===== src/rtl/assert_macros.svh =====
// ---------------------------------------------------------------------------
// assert_macros.svh
// Assertion helpers shared by the RTL; each expands to one labeled
// concurrent assertion with a disable iff on reset.
// ---------------------------------------------------------------------------
`ifndef ASSERT_MACROS_SVH
`define ASSERT_MACROS_SVH

// same-cycle implication
`define ASSERT_IMP(lbl, clk, rst, ante, cons) \
  lbl: assert property (@(posedge clk) disable iff (rst) (ante) |-> (cons)) \
    else $error("assertion failed");

// next-cycle implication
`define ASSERT_NXT(lbl, clk, rst, ante, cons) \
  lbl: assert property (@(posedge clk) disable iff (rst) (ante) |=> (cons)) \
    else $error("assertion failed");

`endif


===== src/rtl/dahdsr_pkg.sv =====
// ---------------------------------------------------------------------------
// dahdsr_pkg
// Shared constants, register map and control structs of the DAHDSR envelope.
// ---------------------------------------------------------------------------
package dahdsr_pkg;

  // voice count and gate-rise ramp-down length
  localparam int VOICES       = 16;
  localparam int RESPONSE_LEN = 256;

  // field widths
  localparam int VOICE_W = 4;
  localparam int SMP_W   = 16;
  localparam int LVL_W   = 25;
  localparam int OFS_W   = 26;
  localparam int BND_W   = 24;
  localparam int RATE_W  = 32;
  localparam int VIDX_W  = (VOICES > 1) ? $clog2(VOICES) : 1;

  // APB
  localparam int ADDR_W = 5;
  localparam int DATA_W = 32;

  // fixed-point constants
  localparam logic [LVL_W-1:0]        FULL_SCALE = LVL_W'(24'hFFFFFF) + LVL_W'(1);
  localparam logic signed [SMP_W-1:0] HALF_Q15   = 16'sd16384;
  localparam logic signed [OFS_W-1:0] OFS_MAX    = 26'sd33554431;
  localparam logic signed [OFS_W-1:0] RESP_OFS   = OFS_W'(-RESPONSE_LEN);

  // register indexes
  localparam logic [2:0] REG_DELAY_END     = 3'd0;
  localparam logic [2:0] REG_ATTACK_END    = 3'd1;
  localparam logic [2:0] REG_HOLD_END      = 3'd2;
  localparam logic [2:0] REG_DECAY_END     = 3'd3;
  localparam logic [2:0] REG_ATTACK_STEP   = 3'd4;
  localparam logic [2:0] REG_DECAY_STEP    = 3'd5;
  localparam logic [2:0] REG_SUSTAIN_LEVEL = 3'd6;
  localparam logic [2:0] REG_RELEASE_RATE  = 3'd7;

  // configuration as seen by the datapath
  typedef struct packed {
    logic [BND_W-1:0]  delay_end;
    logic [BND_W-1:0]  attack_end;
    logic [BND_W-1:0]  hold_end;
    logic [BND_W-1:0]  decay_end;
    logic [LVL_W-1:0]  attack_step;
    logic [LVL_W-1:0]  decay_step;
    logic [LVL_W-1:0]  sustain_level;
    logic [RATE_W-1:0] release_rate;
  } cfg_t;

  // controller to datapath
  typedef struct packed {
    logic load;   // capture accepted item
    logic prep;   // read voice state, apply gate/retrigger edges
    logic mul;    // release product
    logic fire;   // write back and load output register
  } dp_cmd_t;

  // datapath to controller
  typedef struct packed {
    logic need_div;
    logic div_done;
    logic out_free;
  } dp_status_t;

endpackage


===== src/rtl/dahdsr_div.sv =====
// ---------------------------------------------------------------------------
// dahdsr_div
// Restoring divider, one quotient bit per cycle, for the retrigger offset.
// ---------------------------------------------------------------------------
module dahdsr_div import dahdsr_pkg::*; (
  input  logic             clk,
  input  logic             rst,
  input  logic             start,
  input  logic [LVL_W-1:0] num,
  input  logic [LVL_W-1:0] den,
  output logic             done,
  output logic [LVL_W-1:0] quo
);

  localparam int CNT_W = $clog2(LVL_W);

  logic             busy;
  logic [CNT_W-1:0] cnt;
  logic [LVL_W-1:0] rem;
  logic [LVL_W-1:0] den_q;
  logic [LVL_W:0]   trial;
  logic             take;

  // shift in the next numerator bit and try a subtract
  assign trial = {rem, quo[LVL_W-1]};
  assign take  = trial >= {1'b0, den_q};

  // control
  always_ff @(posedge clk) begin
    if (rst) begin
      busy <= 1'b0;
      done <= 1'b0;
      cnt  <= '0;
    end else begin
      done <= 1'b0;
      if (start) begin
        busy <= 1'b1;
        cnt  <= CNT_W'(LVL_W - 1);
      end else if (busy) begin
        if (cnt == '0) begin
          busy <= 1'b0;
          done <= 1'b1;
        end else begin
          cnt <= cnt - CNT_W'(1);
        end
      end
    end
  end

  // remainder and quotient
  always_ff @(posedge clk) begin
    if (start) begin
      rem   <= '0;
      quo   <= num;
      den_q <= den;
    end else if (busy) begin
      rem <= take ? LVL_W'(trial - {1'b0, den_q}) : trial[LVL_W-1:0];
      quo <= {quo[LVL_W-2:0], take};
    end
  end

endmodule


===== src/rtl/dahdsr_dp.sv =====
// ---------------------------------------------------------------------------
// dahdsr_dp
// Datapath: per-voice state, edge detection, stage selection, level update
// and the output register.
// ---------------------------------------------------------------------------
module dahdsr_dp import dahdsr_pkg::*; (
  input  logic                     clk,
  input  logic                     rst,
  input  cfg_t                     cfg,
  input  dp_cmd_t                  cmd,
  output dp_status_t               sts,
  input  logic [VOICE_W-1:0]       voice,
  input  logic signed [SMP_W-1:0]  gate_sample,
  input  logic signed [SMP_W-1:0]  retrigger_sample,
  output logic                     out_valid,
  input  logic                     out_ready,
  output logic [VOICE_W-1:0]       voice_out,
  output logic [LVL_W-1:0]         level_out,
  output logic signed [LVL_W-1:0]  inverse_out
);

  localparam logic [2:0] STG_RAMP  = 3'd0;
  localparam logic [2:0] STG_DELAY = 3'd1;
  localparam logic [2:0] STG_ATK   = 3'd2;
  localparam logic [2:0] STG_HOLD  = 3'd3;
  localparam logic [2:0] STG_DECAY = 3'd4;
  localparam logic [2:0] STG_SUS   = 3'd5;

  // per-voice state
  logic                    gate_on       [VOICES];
  logic                    retrig_on     [VOICES];
  logic [LVL_W-1:0]        env_level     [VOICES];
  logic signed [OFS_W-1:0] stage_offset  [VOICES];
  logic [LVL_W-1:0]        fall_step     [VOICES];
  logic [LVL_W-1:0]        release_start [VOICES];

  // captured item
  logic [VOICE_W-1:0] voice_q;
  logic               inrange_q;
  logic               gate_hi, gate_lo, ret_hi, ret_lo;
  logic [VIDX_W-1:0]  vidx;

  // working copy of the voice
  logic                    w_gate, w_retrig;
  logic [LVL_W-1:0]        w_level, w_fall, w_rstart;
  logic signed [OFS_W-1:0] w_ofs;
  logic [56:0]             prod;

  // prep-stage combinational values
  logic                    g_rise, g_fall, r_rise, r_fall;
  logic                    p_gate, p_retrig;
  logic [LVL_W-1:0]        p_level, p_fall, p_rstart;
  logic signed [OFS_W-1:0] p_ofs;

  // update-stage combinational values
  logic [2:0]              stage;
  logic [LVL_W:0]          atk_sum;
  logic [32:0]             rel_dec;
  logic [LVL_W-1:0]        e_new;
  logic signed [OFS_W-1:0] ofs_new;

  logic             div_done;
  logic [LVL_W-1:0] div_quo;

  assign vidx = voice_q[VIDX_W-1:0];

  // capture item and threshold the samples
  always_ff @(posedge clk) begin
    if (cmd.load) begin
      voice_q   <= voice;
      inrange_q <= int'(voice) < VOICES;
      gate_hi   <= gate_sample > HALF_Q15;
      gate_lo   <= gate_sample < HALF_Q15;
      ret_hi    <= retrigger_sample > HALF_Q15;
      ret_lo    <= retrigger_sample < HALF_Q15;
    end
  end

  // gate and retrigger edges on the stored voice state
  always_comb begin
    p_level  = env_level[vidx];
    p_gate   = gate_on[vidx];
    p_retrig = retrig_on[vidx];
    p_ofs    = stage_offset[vidx];
    p_fall   = fall_step[vidx];
    p_rstart = release_start[vidx];
    g_rise   = !p_gate && gate_hi;
    g_fall   = p_gate && gate_lo;
    r_rise   = !p_retrig && ret_hi;
    r_fall   = p_retrig && ret_lo;
    if (g_rise) begin
      p_gate = 1'b1;
      if (p_level != '0) begin
        p_ofs  = RESP_OFS;
        p_fall = LVL_W'(p_level / RESPONSE_LEN);
      end else begin
        p_ofs = '0;
      end
    end
    if (g_fall) begin
      p_gate   = 1'b0;
      p_rstart = p_level;
    end
    if (r_rise) begin
      p_retrig = 1'b1;
      p_ofs    = '0;   // replaced by the quotient when a divide runs
    end
    if (r_fall) begin
      p_retrig = 1'b0;
    end
  end

  assign sts.need_div = inrange_q && r_rise && (p_level != '0) && (cfg.attack_step != '0);

  // offset = level / attack_step on a retrigger rise
  dahdsr_div u_div (
    .clk   (clk),
    .rst   (rst),
    .start (cmd.prep && sts.need_div),
    .num   (p_level),
    .den   (cfg.attack_step),
    .done  (div_done),
    .quo   (div_quo)
  );

  assign sts.div_done = div_done;

  // working registers
  always_ff @(posedge clk) begin
    if (cmd.prep) begin
      w_gate   <= p_gate;
      w_retrig <= p_retrig;
      w_level  <= p_level;
      w_ofs    <= p_ofs;
      w_fall   <= p_fall;
      w_rstart <= p_rstart;
    end else if (div_done) begin
      w_ofs <= $signed({1'b0, div_quo});
    end
    if (cmd.mul) begin
      prod <= w_rstart * cfg.release_rate;
    end
  end

  // stage choice: later boundaries override earlier ones
  always_comb begin
    stage = STG_DELAY;
    if (w_ofs < 0) stage = STG_RAMP;
    if (w_ofs >= $signed({2'b00, cfg.delay_end}))  stage = STG_ATK;
    if (w_ofs >= $signed({2'b00, cfg.attack_end})) stage = STG_HOLD;
    if (w_ofs >= $signed({2'b00, cfg.hold_end}))   stage = STG_DECAY;
    if (w_ofs >= $signed({2'b00, cfg.decay_end}))  stage = STG_SUS;
  end

  assign atk_sum = {1'b0, w_level} + {1'b0, cfg.attack_step};
  assign rel_dec = prod[56:24];

  // level update
  always_comb begin
    ofs_new = w_ofs;
    if (w_gate) begin
      case (stage)
        STG_RAMP:  e_new = (w_level > w_fall) ? w_level - w_fall : '0;
        STG_ATK:   e_new = (atk_sum > {1'b0, FULL_SCALE}) ? FULL_SCALE : atk_sum[LVL_W-1:0];
        STG_HOLD:  e_new = FULL_SCALE;
        STG_DECAY: e_new = (w_level > cfg.decay_step) ? w_level - cfg.decay_step : '0;
        STG_SUS:   e_new = (cfg.sustain_level > FULL_SCALE) ? FULL_SCALE : cfg.sustain_level;
        default:   e_new = '0;
      endcase
      if (w_ofs < OFS_MAX) ofs_new = w_ofs + OFS_W'(1);
    end else if (cfg.release_rate == '0) begin
      e_new = '0;
    end else begin
      e_new = ({8'd0, w_level} > rel_dec) ? w_level - rel_dec[LVL_W-1:0] : '0;
    end
    if (e_new > FULL_SCALE) e_new = FULL_SCALE;
  end

  // voice state write-back
  always_ff @(posedge clk) begin
    if (rst) begin
      for (int i = 0; i < VOICES; i++) begin
        gate_on[i]       <= 1'b0;
        retrig_on[i]     <= 1'b0;
        env_level[i]     <= '0;
        stage_offset[i]  <= '0;
        fall_step[i]     <= '0;
        release_start[i] <= '0;
      end
    end else if (cmd.fire && inrange_q) begin
      gate_on[vidx]       <= w_gate;
      retrig_on[vidx]     <= w_retrig;
      env_level[vidx]     <= e_new;
      stage_offset[vidx]  <= ofs_new;
      fall_step[vidx]     <= w_fall;
      release_start[vidx] <= w_rstart;
    end
  end

  // output register
  assign sts.out_free = !out_valid || out_ready;

  always_ff @(posedge clk) begin
    if (rst) begin
      out_valid <= 1'b0;
    end else if (cmd.fire) begin
      out_valid <= 1'b1;
    end else if (out_ready) begin
      out_valid <= 1'b0;
    end
  end

  always_ff @(posedge clk) begin
    if (cmd.fire) begin
      voice_out   <= voice_q;
      level_out   <= inrange_q ? e_new : '0;
      inverse_out <= inrange_q ? $signed(LVL_W'(0) - e_new) : '0;
    end
  end

endmodule


===== config.mk =====
export PLATFORM = sky130hd
export DESIGN_NAME = dahdsr_dp
export DESIGN_NICKNAME = d
export VERILOG_FILES = /design/src/rtl/assert_macros.svh /design/src/rtl/dahdsr_pkg.sv /design/src/rtl/dahdsr_div.sv /design/src/rtl/dahdsr_dp.sv
export SDC_FILE = /design/constraint.sdc
export NUM_CORES = 2
export LEC_CHECK = 0
export ABC_AREA = 1
export ABC_CLOCK_PERIOD_IN_PS = 10600
export BUFFER_PORTS_ARGS = -buffer_cell sky130_fd_sc_hd__buf_2
export CAP_MARGIN = 20
export CORE_MARGIN = 3
export CORE_UTILIZATION = 25
export DETAILED_ROUTE_END_ITERATION = 12
export PLACE_DENSITY = 0.5
export SETUP_SLACK_MARGIN = 0.5
export SLEW_MARGIN = 0
export SYNTH_ARGS = -nofsm -noshare
export SYNTH_HDL_FRONTEND = slang
export SYNTH_SLANG_ARGS = --single-unit

===== constraint.sdc =====
create_clock -name clk -period 10.6 [get_ports clk]
set_input_delay 2.12 -clock clk [delete_from_list [all_inputs] [get_ports clk]]
set_output_delay 2.12 -clock clk [all_outputs]
set_load 0.01 [all_outputs]

**Word level (Yosys, flattened, before mapping)**

Memory sizes are Yosys's and may differ from the RTL's. A register that Yosys moved wholly into a read port is not among the register bits.
Cells that the tools add are included.

- Flip-flop bits (word level): 305
- Word-level logic and storage cells: 158
- RAM bits: 1648
- Input port bits: 246
- Memories: 6

- Reductions and logical operators: 29
- Add/sub/neg operators: 8
- Multiply operators: 1
- Multiplexer cells: 67
- Eq/ne operators: 5
- $lt $le $gt $ge: 17
- Bitwise logic cells: 2

Memories:

| name | depth | width | rd ports | clocked after Yosys merged registers in | wr ports | RTL line | text |
|---|---|---|---|---|---|---|---|
| stage_offset | 16 | 26 | 1 | 1 | 16 | dahdsr_dp.sv:33 | `logic signed [OFS_W-1:0] stage_offset [VOICES];` |
| env_level | 16 | 25 | 1 | 1 | 16 | dahdsr_dp.sv:32 | `logic [LVL_W-1:0] env_level [VOICES];` |
| fall_step | 16 | 25 | 1 | 1 | 16 | dahdsr_dp.sv:34 | `logic [LVL_W-1:0] fall_step [VOICES];` |
| release_start | 16 | 25 | 1 | 1 | 16 | dahdsr_dp.sv:35 | `logic [LVL_W-1:0] release_start [VOICES];` |
| gate_on | 16 | 1 | 1 | 1 | 16 | dahdsr_dp.sv:30 | `logic gate_on [VOICES];` |
| retrig_on | 16 | 1 | 1 | 1 | 16 | dahdsr_dp.sv:31 | `logic retrig_on [VOICES];` |

Operators by type and width:

| kind | count |
|---|---|
| $mux W25 | 17 |
| $mux W26 | 8 |
| $ge A26 B25 Y1 | 5 |
| $pmux W25 S5 | 1 |
| $sub A25 B25 Y25 | 4 |
| $reduce_or A25 Y1 | 3 |
| $mul A25 B32 Y57 | 1 |
| $gt A25 B25 Y1 | 2 |
| $gt A25 B25 Y1 const B | 2 |
| $reduce_bool A25 Y1 | 2 |
| $mux W4 | 12 |
| $gt A25 B33 Y1 | 1 |
| $gt A16 B16 Y1 const B | 2 |
| $logic_not A32 Y1 | 1 |
| $lt A16 B16 Y1 const B | 2 |
| $add A25 B25 Y26 | 1 |
| $add A26 B2 Y26 const B | 1 |
| $gt A26 B25 Y1 const B | 1 |
| $lt A26 B1 Y1 const B | 1 |
| $lt A26 B26 Y1 const B | 1 |
| $reduce_or A26 Y1 | 1 |
| $sub A1 B25 Y25 const A | 1 |
| $mux W1 | 22 |
| $mux W5 | 3 |
| 16 further kinds | 34 |

**Logic depth before layout (Yosys ltp)**

- Depth after elaboration: 12
- Mapped depth: 37

**By module**

From an unflattened synthesis, not the netlist that was laid out.

- Cell total of the unflattened synthesis: 13130
- Area total of the unflattened synthesis: 121178.7 um^2

Modules (own cells, without submodules):

| module | instances | cells an instance | area each (um^2) |
|---|---|---|---|
| dahdsr_dp | 1 | 12338 | 115777.3 |
| dahdsr_div | 1 | 792 | 5401.4 |

**Worst setup path before layout**

OpenSTA, ideal clock, no wires.

- Path kind: input-to-reg
- From: input port cfg[23] in the netlist's numbering
- To: register prod[56], data pin
- Data arrival time: 8.264 ns
- Data required time: 10.336 ns
- Path slack: 2.073 ns
- Cell stages on the path: 30
- Library setup time: 0.264 ns
- Buffers on the path: 2
- Cell sequence: clkbuf_1 > clkbuf_1 > nand2_1 > fa_1 > inv_1 > fa_1 > fa_1 > inv_1 > fa_1 > inv_1 > fa_1 > inv_1 > fa_1 > inv_1 > fa_1 > ha_1 > nand2_1 > nor2_1 > nand2_1 > nor4_1 > a21oi_1 > inv_1 > nand2_1 > a21oi_1 > nand3_1 > o211ai_1 > nand2_1 > o211ai_1 > a31oi_1 > xor2_1

- Word-level cells in the longest chain between the ends: 1

RTL lines:

| element | RTL line | text |
|---|---|---|
| start: declaration | dahdsr_dp.sv:9 | `input cfg_t cfg,` |
| $mul A25 B32 Y57 | dahdsr_dp.sv:141 | `prod <= w_rstart * cfg.release_rate;` |
| end signal: assignment | dahdsr_dp.sv:141 |  |
| end: declaration | dahdsr_dp.sv:47 | `logic [56:0] prod;` |

No other way between the ends.
A chain may end at the register's enable or synchronous reset.

**Worst setup path after layout**

- From: input port cfg[24] in the netlist's numbering
- To: register prod[53], data pin

Same word-level chain as after synthesis.

==> insert_results.sql <==
INSERT INTO impl_metrics (metric_group, metric, value, unit) VALUES
('run_status', 'status', 'completed', ''),
('detailed_routing', 'routed_via_count', '94400', ''),
('synthesis', 'post_synth.cell_area_avg', '9.358', 'um2'),
('clocking', 'worst_skew_pair.late_latency', '0.89', 'ns'),
('timing', 'unrepaired_setup_endpoints_after_global_routing', 'no', ''),
('timing', 'finalSetupViolations', '0', ''),
('grt', 'grt_pass1_wl', '651.1', 'mm'),
('synthesis', 'yosys_warnings', '0', ''),
('synthesis', 'ys_seq_elements', '1932', ''),
('timing', 'report.final.slew_viol_count', '0', ''),
('grt', 'largest_net_degree_at_the_start_of_global_routing', '148', ''),
('floorplanning', 'floorplan.initialDensity', '25.14', '%'),
('clocking', 'post_cts_buffers', '0', ''),
('synthesis', 'synthDominantAreaCellType', 'sky130_fd_sc_hd__edfxtp_1', ''),
('clocking', 'cts_hold_repair.buffers', '0', ''),
('floorplanning', 'chipHeight', '697.4', 'um'),
('clocking', 'clock_buffer_count_from_cts', '212', ''),
('min_path', 'hold_class', 'reg2reg', ''),
('clocking', 'cts_resized', '0', ''),
('grt', 'grt_overflow_total', '0', ''),
('clocking', 'clock_tree.root_cell', 'sky130_fd_sc_hd__clkbuf_16', ''),
('critical_path', 'critPathMaxStageDelay', '0.71', 'ns'),
('synthesis', 'synth_cell_type_count', '66', ''),
('critical_path', 'path_class', 'in2reg', ''),
('synthesis', 'ys_async_sr_fraction', '0', '%'),
('grt', 'antenna_found_initial', '29', ''),
('detailed_routing', 'ant_nets', '0', ''),
('placement', 'numPortBuffers', '303', ''),
('clocking', 'clock_tree.buffer_depth', '4', ''),
('synthesis', 'synth.net_count', '14120', ''),
('critical_path', 'worstPathMaxFanout', '14', ''),
('critical_path', 'critical_path_buf_inv_count', '6', ''),
('critical_path', 'startpoint_kind_of_the_worst_setup_timing_path', 'primary input', ''),
('detailed_routing', 'routed_wirelength', '454.7', 'mm'),
('critical_path', 'critical_path.cell_chain', 'buf_2 -> buf_4 -> nand2_1 -> fa_1 -> inv_1 -> fa_1 -> inv_1 -> fa_1 -> fa_1 -> fa_1 -> fa_1 -> fa_1 -> inv_1 -> ha_1 -> nand2_1 -> nor2_1 -> inv_1 -> nor4_1 -> nand2_1 -> o211ai_1 -> nand3_1 -> nand3_1 -> a211oi_1 -> xor2_1', ''),
('critical_path', 'crit_slowest_cell', 'sky130_fd_sc_hd__o211ai_1', ''),
('run', 'max_cap_violations', '0', ''),
('timing', 'finalCriticalPeriod', '8.705', 'ns'),
('timing', 'postLayoutSetupSlackWorst', '1.895', 'ns'),
('detailed_routing', 'route.detailed.drc', '0', ''),
('clocking', 'clkSlewWorstSetupHoldPaths', '0.06', 'ns'),
('grt', 'number_of_global_route_vias_before_repair', '91090', ''),
('critical_path', 'worst-path-stages', '24', ''),
('placement', 'detailedPlacementHpwl', '279.1', 'mm'),
('synthesis', 'syn-cell-area', '119500', 'um2'),
('synthesis', 'synth-edff-count', '1895', ''),
('synthesis', 'synth_common_cells', '2,668 x sky130_fd_sc_hd__nor2_1, 1,895 x sky130_fd_sc_hd__edfxtp_1, 1,816 x sky130_fd_sc_hd__nand2_1, 1,581 x sky130_fd_sc_hd__inv_1, 963 x sky130_fd_sc_hd__o21ai_0', ''),
('placement', 'preCtsSetupSlack', '1.024', 'ns'),
('critical_path', 'cpLargestDelayFamily', 'adder cells', ''),
('critical_path', 'worst_ep_required_time', '11.23', 'ns'),
('floorplanning', 'fp.dieArea', '486400', 'um2'),
('clocking', 'numClockSinks', '1932', ''),
('final_layout', 'fraction_of_final_layout_cells_with_drive_strength_greater_than_1', '7.232', '%'),
('grt', 'overall_global_routing_resource_usage', '17.99', '%'),
('synthesis', 'postSynth.topFlopCell', 'sky130_fd_sc_hd__edfxtp_1', ''),
('critical_path', 'worst-r2r-cell-count', '23', ''),
('final_layout', 'layout_overhead_on_the_synthesized_area', '12.28', '%'),
('timing', 'tightest_slew', '1.150', 'ns'),
('clocking', 'htree_num_levels', '4', ''),
('detailed_routing', 'viasPerCell', '4.922', ''),
('placement', 'gp_routability_congestion', '0.9408', ''),
('synthesis', 'post-synth-top-area-fraction', '47.62', '%'),
('synthesis', 'synth.yosys.seq_area_share', '48.23', '%'),
('synthesis', 'synth_top_cells_by_area', 'sky130_fd_sc_hd__edfxtp_1 48%, sky130_fd_sc_hd__fa_1 12%, sky130_fd_sc_hd__nor2_1 8.4%', ''),
('final_layout', 'nNetsFinal', '13970', ''),
('timing', 'worst_relative_slew_slack', '23.33', '%'),
('floorplanning', 'core-area', '475500', 'um2'),
('timing', 'timing.hold.ws', '0.4811', 'ns'),
('final_layout', 'fill_cell_instance_count_of_the_final_layout', '50440', ''),
('final_layout', 'sequential_cell_area', '57660', 'um2'),
('timing', 'timing_limited_maximum_frequency', '114.9', 'MHz');
==> layer usage <==
metal	GRT usage, %	wire (um)	vias up
li1	-	-	41780
met3	2.593	38560	735
met1	25.34	196300	47710
met2	28.60	205400	4168
met4	5.256	14390	4
met5	0	21	-
==> cells in the final DEF (no fill, tap or decap), types with 21 or more instances in the layout <==
| cell type | count |
|---|---|
| sky130_fd_sc_hd__nor4_1 | 51 |
| sky130_fd_sc_hd__clkinv_1 | 81 |
| sky130_fd_sc_hd__nand3_1 | 281 |
| sky130_fd_sc_hd__dfxtp_1 | 33 |
| sky130_fd_sc_hd__buf_12 | 24 |
| sky130_fd_sc_hd__edfxtp_1 | 1895 |
| sky130_fd_sc_hd__buf_2 | 304 |
| sky130_fd_sc_hd__buf_4 | 177 |
| sky130_fd_sc_hd__xor2_1 | 96 |
| sky130_fd_sc_hd__nand2_4 | 33 |
| sky130_fd_sc_hd__o22ai_1 | 173 |
| sky130_fd_sc_hd__clkinv_2 | 34 |
| sky130_fd_sc_hd__fa_1 | 691 |
| sky130_fd_sc_hd__inv_1 | 1577 |
| sky130_fd_sc_hd__nand2_2 | 38 |
| sky130_fd_sc_hd__a221oi_1 | 65 |
| sky130_fd_sc_hd__o21ai_0 | 963 |
| sky130_fd_sc_hd__o21a_1 | 21 |
| sky130_fd_sc_hd__xnor2_1 | 56 |
| sky130_fd_sc_hd__nand2_1 | 1783 |
| sky130_fd_sc_hd__clkbuf_16 | 213 |
| sky130_fd_sc_hd__o221ai_1 | 183 |
| sky130_fd_sc_hd__o211ai_1 | 84 |
| sky130_fd_sc_hd__clkbuf_1 | 56 |
| sky130_fd_sc_hd__a21oi_1 | 397 |
| sky130_fd_sc_hd__nand4_1 | 56 |
| sky130_fd_sc_hd__a31oi_1 | 32 |
| sky130_fd_sc_hd__nor3_1 | 76 |
| sky130_fd_sc_hd__ha_1 | 414 |
| sky130_fd_sc_hd__nor2_1 | 2667 |
==> final cells by class <==
cell class              count  area share [%]
flip-flops and latches   1932           42.97
multi-input cells        8351           39.23
diodes                     14         0.02611
clock buffers             272           4.159
repair buffers            506           2.490
clock inverters           111          0.6266
well taps                6375           5.944
inverters                1619           4.549
==> final timing paths <==
path / from / to / slack, ns
max: cfg[24] / prod[53] / 1.90
min: u_div.cnt[0] / u_div.cnt[0] / 0.48
max reg2reg: w_rstart[11] / prod[53] / 2.35
min reg2reg: u_div.cnt[0] / u_div.cnt[0] / 0.48
==> tightest hold or removal path: cells and delay by family, from the launching register on <==
kind,cells,cell delay [ns]
and+or+nand+nor,1,0.06
DFF,1,0.32
AOI/OAI and AO/OA,1,0.05
==> per-stage QoR <==
step           instance area (um2)  instances  utilization (%)
2_1_floorplan               119500      12770                -
3_3_place_gp                127700      18780            26.85
3_5_place_dp                127700      18780            26.86
4_1_cts                     134100      19160            28.21
5_1_grt                     134200      19170            28.22
6_report                    134200      19180            28.22
==> cell families (layout without fill, tap and decap cells) <==
| logic type | after synthesis | after routing | share of synthesized area [%] |
|---|---|---|---|
| AO/OA/AOI/OAI | 2034 | 2034 | 10.01 |
| buffers and inverters | 2488 | 2508 | 7.939 |
| XOR/XNOR | 155 | 155 | 1.136 |
| adder cells (fa/ha/maj) | 1105 | 1105 | 15.91 |
| flip-flops | 1932 | 1932 | 48.23 |
| other | 0 | 14 | 0 |
| AND/OR/NAND/NOR | 5057 | 5057 | 16.78 |
==> sequential cells by signal, summed over array words and instances, names as in the netlist, 24 cells and up, named ones only <==
signal / count
w_fall: 25
u_div.den_q: 25
w_ofs: 26
inverse_out: 24
level_out: 25
stage_offset: 416
prod: 33
env_level: 400
w_level: 25
u_div.rem: 25
u_div.quo: 25
release_start: 400
w_rstart: 25
fall_step: 400
Power is left out: the tool's default activity adds up to more than one toggle a clock period on the data nets, which glitch-free logic cannot reach.
